`config.mk`:
```
export PLATFORM = sky130hd
export DESIGN_NAME = m68k_branch_resolve
export DESIGN_NICKNAME = d
export VERILOG_FILES = /design/src/m68kbr_pkg.sv /design/src/m68k_branch_resolve.sv
export SDC_FILE = /design/constraint.sdc
export NUM_CORES = 1
export LEC_CHECK = 0
export BUFFER_PORTS_ARGS = -buffer_cell sky130_fd_sc_hd__buf_2
export CAP_MARGIN = 20
export CORE_ASPECT_RATIO = 1.75
export CORE_MARGIN = 3
export CORE_UTILIZATION = 40
export CTS_BUF_LIST = sky130_fd_sc_hd__clkbuf_4
export DETAILED_ROUTE_END_ITERATION = 10
export GPL_TIMING_DRIVEN = 0
export HOLD_SLACK_MARGIN = 0.1
export MAX_ROUTING_LAYER = met4
export SETUP_SLACK_MARGIN = 0.02
export SYNTH_ARGS = -nofsm -noshare
export SYNTH_HDL_FRONTEND = slang
export SYNTH_SLANG_ARGS = --single-unit
```
`constraint.sdc`:
```
create_clock -name clk_i -period 5.98 [get_ports clk_i]
set_input_delay 0.897 -clock clk_i [delete_from_list [all_inputs] [get_ports clk_i]]
set_output_delay 0.897 -clock clk_i [all_outputs]
set_load 0.005 [all_outputs]
```
`src/m68kbr_pkg.sv`:
```
`default_nettype none
// ----------------------------------------------------------------------------
// m68kbr_pkg
// Opcode patterns, condition codes and the condition test for the
// 68000 branch resolver.
// ----------------------------------------------------------------------------
package m68kbr_pkg;

  // Opcode classes
  localparam logic [3:0]  BranchFamily = 4'h6;
  localparam logic [12:0] DbfPattern   = 13'h0A39;   // 0x51C8 >> 3
  localparam logic [7:0]  DispWord     = 8'h00;
  localparam logic [7:0]  DispLong     = 8'hFF;

  // Instruction lengths in bytes
  localparam logic [31:0] LenShort = 32'd2;
  localparam logic [31:0] LenWord  = 32'd4;
  localparam logic [31:0] LenLong  = 32'd6;
  localparam logic [31:0] PushSize = 32'd4;

  localparam logic [15:0] CountWrap = 16'hFFFF;

  // Condition field of the branch family
  localparam logic [3:0] CondT  = 4'd0;
  localparam logic [3:0] CondSr = 4'd1;   // BSR
  localparam logic [3:0] CondHi = 4'd2;
  localparam logic [3:0] CondLs = 4'd3;
  localparam logic [3:0] CondCc = 4'd4;
  localparam logic [3:0] CondCs = 4'd5;
  localparam logic [3:0] CondNe = 4'd6;
  localparam logic [3:0] CondEq = 4'd7;
  localparam logic [3:0] CondVc = 4'd8;
  localparam logic [3:0] CondVs = 4'd9;
  localparam logic [3:0] CondPl = 4'd10;
  localparam logic [3:0] CondMi = 4'd11;
  localparam logic [3:0] CondGe = 4'd12;
  localparam logic [3:0] CondLt = 4'd13;
  localparam logic [3:0] CondGt = 4'd14;
  localparam logic [3:0] CondLe = 4'd15;

  typedef logic [4:0] flags_t;

  // Evaluate a condition against C V Z N (X is ignored)
  function automatic logic cond_true(input logic [3:0] cc, input flags_t f);
    logic c;
    logic v;
    logic z;
    logic n;
    logic r;
    c = f[0];
    v = f[1];
    z = f[2];
    n = f[3];
    case (cc)
      CondHi:  r = !c && !z;
      CondLs:  r = c || z;
      CondCc:  r = !c;
      CondCs:  r = c;
      CondNe:  r = !z;
      CondEq:  r = z;
      CondVc:  r = !v;
      CondVs:  r = v;
      CondPl:  r = !n;
      CondMi:  r = n;
      CondGe:  r = (n == v);
      CondLt:  r = (n != v);
      CondGt:  r = !z && (n == v);
      CondLe:  r = z || (n != v);
      default: r = 1'b1;
    endcase
    return r;
  endfunction

endpackage
`default_nettype wire

```
`src/m68k_branch_resolve.sv`:
```
`default_nettype none
// ----------------------------------------------------------------------------
// m68k_branch_resolve
// Resolves one 68000 BRA/BSR/Bcc/DBF instruction into next PC, stack push
// and counter write-back.
// ----------------------------------------------------------------------------
// The result passes through the input register, then the result register.
// Throughput: one transaction per cycle; busy is never raised since the path
// is a single registered pass.
// The result is shown for one cycle under done_o; the receiver cannot stall.
// Reset (rst_ni low, asynchronous) clears both valid flags; payload registers
// are not reset.
module m68k_branch_resolve (
  input  wire logic                  clk_i,
  input  wire logic                  rst_ni,
  input  wire logic                  start,
  output logic                       busy,
  input  wire logic [15:0]           opcode_i,
  input  wire logic [15:0]           ext_first_i,
  input  wire logic [15:0]           ext_second_i,
  input  wire logic [31:0]           opcode_address_i,
  input  wire m68kbr_pkg::flags_t    flags_i,
  input  wire logic [15:0]           count_low_i,
  input  wire logic [31:0]           stack_pointer_i,
  output logic                       done_o,
  output logic [31:0]                next_pc_o,
  output logic                       taken_o,
  output logic [15:0]                count_new_o,
  output logic                       count_write_o,
  output logic                       push_valid_o,
  output logic [31:0]                push_address_o,
  output logic [31:0]                return_address_o,
  output logic [31:0]                stack_pointer_new_o,
  output logic                       unhandled_o
);
  import m68kbr_pkg::*;

  // --------------------------------------------------------------------------
  // Handshake: every cycle is open for a new transaction.
  // --------------------------------------------------------------------------
  assign busy = 1'b0;

  logic accept;
  assign accept = start && !busy;

  // --------------------------------------------------------------------------
  // Input register stage
  // --------------------------------------------------------------------------
  logic        in_vld_q;
  logic [15:0] op_q;
  logic [15:0] ext1_q;
  logic [15:0] ext2_q;
  logic [31:0] addr_q;
  flags_t      flags_q;
  logic [15:0] cnt_q;
  logic [31:0] sp_q;

  always_ff @(posedge clk_i or negedge rst_ni) begin
    if (!rst_ni) begin
      in_vld_q <= 1'b0;
    end else begin
      in_vld_q <= accept;
    end
  end

  // Capture payload only on an accepted transaction
  always_ff @(posedge clk_i) begin
    if (accept) begin
      op_q    <= opcode_i;
      ext1_q  <= ext_first_i;
      ext2_q  <= ext_second_i;
      addr_q  <= opcode_address_i;
      flags_q <= flags_i;
      cnt_q   <= count_low_i;
      sp_q    <= stack_pointer_i;
    end
  end

  // --------------------------------------------------------------------------
  // Decode and resolve
  // --------------------------------------------------------------------------
  logic        is_branch;
  logic        is_dbf;
  logic [3:0]  cc;
  logic [7:0]  low_byte;
  logic [31:0] disp;
  logic [31:0] len;
  logic [31:0] target;
  logic [31:0] fall_thru;
  logic [31:0] sp_dec;
  logic [15:0] cnt_dec;

  assign is_branch = (op_q[15:12] == BranchFamily);
  assign is_dbf    = (op_q[15:3] == DbfPattern);
  assign cc        = op_q[11:8];
  assign low_byte  = op_q[7:0];

  // Displacement and instruction length. DBF always uses the word form,
  // and its low byte (0xC8..0xCF) would pick the short form, so force it.
  always_comb begin
    if (is_dbf || low_byte == DispWord) begin
      disp = {{16{ext1_q[15]}}, ext1_q};
      len  = LenWord;
    end else if (low_byte == DispLong) begin
      disp = {ext1_q, ext2_q};
      len  = LenLong;
    end else begin
      disp = {{24{low_byte[7]}}, low_byte};
      len  = LenShort;
    end
  end

  assign target    = addr_q + LenShort + disp;
  assign fall_thru = addr_q + len;
  assign sp_dec    = sp_q - PushSize;
  assign cnt_dec   = cnt_q - 16'd1;

  logic [31:0] next_pc_d;
  logic        taken_d;
  logic [15:0] count_new_d;
  logic        count_write_d;
  logic        push_valid_d;
  logic [31:0] push_address_d;
  logic [31:0] return_address_d;
  logic [31:0] stack_pointer_new_d;
  logic        unhandled_d;

  always_comb begin
    // Defaults describe an unhandled opcode; unhandled_d itself is raised below
    next_pc_d           = addr_q;
    taken_d             = 1'b0;
    count_new_d         = '0;
    count_write_d       = 1'b0;
    push_valid_d        = 1'b0;
    push_address_d      = '0;
    return_address_d    = '0;
    stack_pointer_new_d = sp_q;
    unhandled_d         = 1'b0;

    if (is_branch) begin
      if (cc == CondSr) begin
        // BSR: predecrement A7 and push the return address
        push_valid_d        = 1'b1;
        push_address_d      = sp_dec;
        stack_pointer_new_d = sp_dec;
        return_address_d    = fall_thru;
        next_pc_d           = target;
        taken_d             = 1'b1;
      end else if (cond_true(cc, flags_q)) begin
        next_pc_d = target;
        taken_d   = 1'b1;
      end else begin
        next_pc_d = fall_thru;
      end
    end else if (is_dbf) begin
      // DBF: always write back; fall through on wrap to all ones
      count_new_d   = cnt_dec;
      count_write_d = 1'b1;
      if (cnt_dec == CountWrap) begin
        next_pc_d = fall_thru;
      end else begin
        next_pc_d = target;
        taken_d   = 1'b1;
      end
    end else begin
      unhandled_d = 1'b1;
    end
  end

  // --------------------------------------------------------------------------
  // Result register stage
  // --------------------------------------------------------------------------
  logic        done_q;
  logic [31:0] next_pc_q;
  logic        taken_q;
  logic [15:0] count_new_q;
  logic        count_write_q;
  logic        push_valid_q;
  logic [31:0] push_address_q;
  logic [31:0] return_address_q;
  logic [31:0] stack_pointer_new_q;
  logic        unhandled_q;

  always_ff @(posedge clk_i or negedge rst_ni) begin
    if (!rst_ni) begin
      done_q <= 1'b0;
    end else begin
      done_q <= in_vld_q;
    end
  end

  // Advance the result only when a transaction moves out of the input stage
  always_ff @(posedge clk_i) begin
    if (in_vld_q) begin
      next_pc_q           <= next_pc_d;
      taken_q             <= taken_d;
      count_new_q         <= count_new_d;
      count_write_q       <= count_write_d;
      push_valid_q        <= push_valid_d;
      push_address_q      <= push_address_d;
      return_address_q    <= return_address_d;
      stack_pointer_new_q <= stack_pointer_new_d;
      unhandled_q         <= unhandled_d;
    end
  end

  assign done_o              = done_q;
  assign next_pc_o           = next_pc_q;
  assign taken_o             = taken_q;
  assign count_new_o         = count_new_q;
  assign count_write_o       = count_write_q;
  assign push_valid_o        = push_valid_q;
  assign push_address_o      = push_address_q;
  assign return_address_o    = return_address_q;
  assign stack_pointer_new_o = stack_pointer_new_q;
  assign unhandled_o         = unhandled_q;

endmodule
`default_nettype wire
```
# Word level (Yosys, flattened, before mapping)
# Index checks and enable logic that the tools add are counted.
totals:
  reg_bits: 282
  latchBits: 0
  ram_bits: 0
  romBits: 0
  inputBits: 136
  out_inout_bits: 150
  wordCells: 79
  memories: 0
op_classes:
  add_sub_neg: 5
  multipliers: 0
  n_div: 0
  magnitude_cmp: 0
  n_eq_ne: 21
  shift: 0
  n_mux: 22
  n_bitwise: 1
  reduce_logical: 12
op_table:
  columns: ["op", "count"]
  rows:
  - ["2-to-1 mux 32 bit", 9]
  - ["adder 32 bit", 2]
  - ["adder 32 x 2 -> 32 bit (second input constant)", 1]
  - ["== test 4 bit (second input constant)", 8]
  - ["subtractor 32 x 3 -> 32 bit (second input constant)", 1]
  - ["== test 4 x 3 -> 1 bit (second input constant)", 5]
  - ["== test 16 bit (second input constant)", 1]
  - ["subtractor 16 x 1 -> 16 bit (second input constant)", 1]
  - ["one-hot mux 1 bit (14 select lines)", 1]
  - ["== test 13 x 12 -> 1 bit (second input constant)", 1]
  - ["2-to-1 mux 1 bit", 10]
  - ["== test 4 x 2 -> 1 bit (second input constant)", 2]
  - ["== test 8 bit (second input constant)", 1]
  - ["logical NOT 8 bit", 1]
  - ["2-to-1 mux 3 bit", 2]
  - ["== test 4 x 1 -> 1 bit (second input constant)", 1]
  - ["logical NOT 1 bit", 4]
  - ["logical OR 1 bit", 3]
  - ["logical AND 1 bit", 2]
  - ["AND reduction 2 bit", 1]
  - ["OR reduction 2 bit", 1]
  - ["== test 1 bit", 1]
  - ["!= test 1 bit", 1]
  - ["inverter 1 bit", 1]

# Logic depth before layout (Yosys ltp)
logic_depth:
  ltp_word: 8
  mapped_depth: 21
  mapped_depth_nobuf: 19

# Worst setup path after synthesis
# OpenSTA, ideal clock, no wires.
synth_timing:
  path_type: "reg-to-reg"
  start: "register op_q[9]"
  end: "register next_pc_q[31] (netlist: next_pc_o[31]) (data pin)"
  setup_time_ns: 0.264
  t_arrival_ns: 4.408
  required_time_ns: 5.716
  setup_slack_ns: 1.308
  stages_incl_launch_ff: 22
  n_path_buf: 3
  period_less_slack_ns: 4.672
  cell_sequence: "edfxtp_1 nor4b_1 nand4_1 clkbuf_1 nand2_1 clkbuf_1 clkbuf_1 a21oi_1 ha_1 inv_1 ha_1 inv_1 fa_1 nor2b_1 o211ai_1 a21boi_0 o21ai_0 a211oi_1 nor3_1 o41ai_1 a21o_1 o211ai_1"
synth_between:
  elab_chain_len: 7
  elab_cells_between_ends: 29
  cone_classes: "2 x add/sub; 16 x eq/ne; 10 x mux; 1 x reduce/logical"
synth_lines:
  columns: ["item", "line", "text"]
  rows:
  - ["start, declared", "m68k_branch_resolve.sv:50", "logic [15:0] op_q;"]
  - ["start signal, assigned", "m68k_branch_resolve.sv:69", "op_q <= opcode_i;"]
  - ["== test 13 x 12 -> 1 bit (tied with other cells)", "m68k_branch_resolve.sv:94", "assign is_dbf = (op_q[15:3] == DbfPattern);"]
  - ["logical OR 1 bit / one-hot mux 1 bit (14 select lines) (equally long branches)", "m68k_branch_resolve.sv:101, m68kbr_pkg.sv:54", null]
  - ["2-to-1 mux 32 bit (tied with other cells)", "m68k_branch_resolve.sv:101", "if (is_dbf || low_byte == DispWord) begin"]
  - ["adder 32 bit (tied with other cells)", "m68k_branch_resolve.sv:113", "assign target = addr_q + LenShort + disp;"]
  - ["2-to-1 mux 32 bit (on tied branches)", "m68k_branch_resolve.sv:159, m68k_branch_resolve.sv:149", null]
  - ["2-to-1 mux 32 bit (on tied branches)", "m68k_branch_resolve.sv:155, m68k_branch_resolve.sv:141", null]
  - ["2-to-1 mux 32 bit (*)", "m68k_branch_resolve.sv:140", "if (is_branch) begin"]
  - ["net next_pc_d[31]", "m68k_branch_resolve.sv:118", "logic [31:0] next_pc_d;"]
  - ["end signal, assigned", "m68k_branch_resolve.sv:195", "next_pc_q <= next_pc_d;"]
  - ["end, declared", "m68k_branch_resolve.sv:174", "logic [31:0] next_pc_q;"]
# The timed path passes the listed nets; every way through them passes the cells marked *. The select of a mux whose other input is x is not followed.
# A chain may end at the register's enable or synchronous reset.

# Final worst setup path
layout_timing:
  start: "register op_q[9]"
  end: "register next_pc_q[29] (netlist: next_pc_o[29]) (data pin)"
# Same word-level chain as after synthesis.

==> summary.txt <==
Outcome
  • Status: completed

Run
  • Number of max-cap violations: 0

STA
  • Setup Skew: roughly 0.046 ns
  • Fmax: around 180 MHz
  • Final Max Slew Viols: 0
  • Final hold violations: 0
  • Crit path time final: 5.61 ns
  • Max_slew headroom: 39.3%
  • WHS: between 0.3 and 0.4 ns
  • Tcrit/Tclk final: approximately 94%
  • Setup Viol. Count Final: 0
  • RSZ-0062 raised after global routing: false
  • Slew @ Worst Pin: roughly 0.9 ns

Clocking
  • Root buffer cell: clkbuf_4
  • Clock sink count: 282
  • CTS Buffer Depth: 3
  • Clock H-tree levels: 3
  • CTS Buf Count: 70
  • Worst-skew pair later-pin latency: 0.76 ns
  • CTS tree: yes
  • Worst-path clk slew: 0.06 ns

Yosys
  • Seq cells post-synth: between 200 and 300
  • Number of flops mapped to enable cells by yosys: between 200 and 300
  • Post-Syn Nets: about 1,400
  • Part of the Yosys area used for sequential elements: 59.6%
  • Post-synth cell types: 73
  • Async set or reset register ratio after synthesis: less than 1%
  • Yosys Warn Count: 0
  • Avg Inst Size Synth: 11.8 um^2
  • Mapped Cells: 1,199
  • Synth top area cells: edfxtp_1 (59%), ha_1 (5.7%), xor2_1 (4.0%)
  • Synth top area share: 59.2%
  • Synth Cell Area: 14,200 um^2
  • Most numerous cell in the Yosys netlist: edfxtp_1
  • Commonest cells in the netlist: edfxtp_1 (280), nor2_1 (138), o21ai_0 (107)
  • Leading area contributor after synthesis: edfxtp_1
  • Dominant synthesized flop cell: edfxtp_1

Worst hold path
  • Hold crit path type: in2reg

Route
  • Via-to-Cell Ratio: ~5.1
  • Routed Antenna Nets: 0
  • Vias: 10,628
  • Drt first pass iters: 5
  • Routed len/inst: roughly 19 um
  • Routed WL: 39,800 um
  • DR DRC count: 0
  • DR iter-0 viols: 370

Pwr
  • Cell Pwr Density: 283 nW/um^2
  • Post-layout power: 4.89 mW
  • VDD IR-drop max: 246 uV
  • Leakage: between 6 and 7 nW

Global routing
  • Pin count of the biggest net entering global routing: 69
  • Global-route wire length before repair: 59,500 um
  • Total gr overflow: 0
  • Initial antenna violation count: 2
  • Gr usage total: 21.5%
  • Number of global-route vias before repair: 10,693

Final layout
  • P&R area growth vs syn: 21.7%
  • Post-layout instance area: between 15,000 and 20,000 um^2
  • Fin nets: 1,763
  • Share of post-route cells with drive strength above 1: 27.8%
  • Layout fillers: 3,185

Placement
  • Final estimated routing congestion in global placement: approximately 0.92
  • DP HPWL: 30,700 um
  • PortBufs: 283
  • Placed Area: 16,300 um^2

Critical path
  • CP Class: reg2reg
  • Startpoint types: flop
  • Worst-path cell chain: nor4b_2 -> nand4_1 -> clkbuf_1 -> nand2_1 -> clkbuf_2 -> clkbuf_2 -> a21oi_1 -> ha_1 -> inv_1 -> ha_1 -> inv_1 -> fa_1 -> nor2b_1 -> o211ai_1 -> a21boi_1 -> o21ai_0 -> a211oi_2 -> nor3_1 -> o41ai_2 -> buf_4 -> xnor2_1 -> o21ai_0
  • Slowest-stage cell, CP: edfxtp_1
  • Crit-path max cell delay: 0.47 ns
  • CP Capture Type: flop
  • Crit-path max FO: 10
  • WP data arrival: 6.08 ns
  • Critical Path RT: 6.45 ns

Floorplanning
  • Rows: 90
  • Core region area: 34,800 um^2
  • Die H: 255 um
  • Die area: ~38,000 um^2
  • Die X: 148 um
  • Initial Util: between 40% and 50%
  • Ports: 286
report_power, final:
group / switching [mW] / total [mW] / internal [mW]
clock: 0.789 / 1.68 / 0.894
sequential: 0.110 / 2.45 / 2.34
combinational: 0.428 / 0.753 / 0.324
total: 1.33 / 4.89 / 3.56
cell type report:
| type | instances | area (um^2) | area share (%) |
|---|---|---|---|
| Sequential cell | 282 | 8460 | 49.0 |
| Inverter | 16 | 60.1 | 0.348 |
| Clock inverter | 27 | 195 | 1.13 |
| Tap cell | 460 | 576 | 3.33 |
| Buffer | 55 | 233 | 1.35 |
| Timing Repair Buffer | 289 | 1530 | 8.85 |
| Antenna cell | 4 | 10.0 | 0.0580 |
| Clock buffer | 98 | 736 | 4.26 |
| Multi-Input combinational cell | 846 | 5470 | 31.7 |
worst max-delay path: cells and delay by family (launching register included):
kind	cells	cell delay (ns)
AOI/OAI and AO/OA	7	1.59
and+or+nand+nor	5	1.15
buffers and inverters	6	1.14
adders and majority gates	3	0.85
DFF	1	0.47
xor gates and xnor gates	1	0.11
flip-flops by register name (all words and copies together), names as in the netlist, 4 cells and up:
register             flops
addr_q                  32
cnt_q                   16
count_new_o             16
ext1_q                  16
ext2_q                  16
flags_q                  4
next_pc_o               32
op_q                    16
push_address_o          32
return_address_o        32
sp_q                    32
stack_pointer_new_o     32
final timing paths:
path / start / to / slack (ns) / cells after the start
max: op_q[9] / next_pc_o[29] / 0.37 / 22
min: flags_i[1] / flags_q[1] / 0.31 / 1
max reg2reg: op_q[9] / next_pc_o[29] / 0.37 / 22
min reg2reg: sp_q[0] / stack_pointer_new_o[0] / 0.44 / 0
max in group asynchronous: rst_ni / in_vld_q / 5.42 / 2
min in group asynchronous: rst_ni / in_vld_q / 0.45 / 2
through the flow:
step	setup WS (ns)	util (%)	instances	TNS, ns
after floorplan	1.31	-	1199	0
after global placement	-0.601	46.5	1942	-1.58
after detailed placement	-0.681	46.8	1946	-1.98
final	0.369	49.6	2077	0
after global routing	0.0630	49.6	2076	0
after CTS	0.0847	49.6	2072	0
routing by layer:
| metal | global-route usage [%] | part of all wire [%] | up-vias |
|---|---|---|---|
| li1 | - | - | 5204 |
| met1 | 21.4 | 36 | 4922 |
| met2 | 39.4 | 54 | 395 |
| met3 | 3.93 | 5.5 | 107 |
| met4 | 11.5 | 4.8 | 0 |
| met5 | - | 0 | - |
kinds of logic (layout without fill, tap and decap cells):
group / Yosys count / count (layout) / synth area share, %
fa+ha+maj: 67 / 67 / 6.01
simple gates: 415 / 415 / 14.7
flops: 282 / 282 / 59.6
mux: 2 / 2 / 0.141
xor+xnor: 124 / 124 / 7.65
other cells: 1 / 5 / 0.0264
buf+inv: 71 / 485 / 2.04
compound gates: 237 / 237 / 9.83
repair_timing:
item,CTS,global route
endpoints found under the hold margin,2,0
pin swaps,0,1
gates resized for setup,5,3
buffers inserted,0,1
setup endpoints to repair,6,8
hold buffers,1,0
cells in the final DEF (no fill, tap or decap), types with 4 or more instances in the layout:
cell type,Yosys,routed
a21o_1,17,17
a21oi_1,59,59
a31oi_1,5,5
and2_1,15,15
and3_1,14,14
buf_1,6,6
buf_2,12,295
clkbuf_1,34,32
clkbuf_4,0,98
clkinv_1,1,17
clkinv_2,0,5
diode_2,0,4
edfxtp_1,280,280
ha_1,65,65
inv_1,15,15
nand2_1,92,92
nand2b_1,10,10
nand3_1,27,27
nand4_1,17,17
nor2_1,138,138
nor2b_1,5,5
nor3_1,24,24
nor3_2,4,4
nor3b_1,7,7
nor4_1,15,15
o211ai_1,7,7
o21a_1,5,5
o21ai_0,107,107
o311ai_0,4,4
or2_2,4,4
or3_1,11,11
xnor2_1,59,59
xor2_1,65,65
Note: power is estimated with default switching activity, not from simulation.
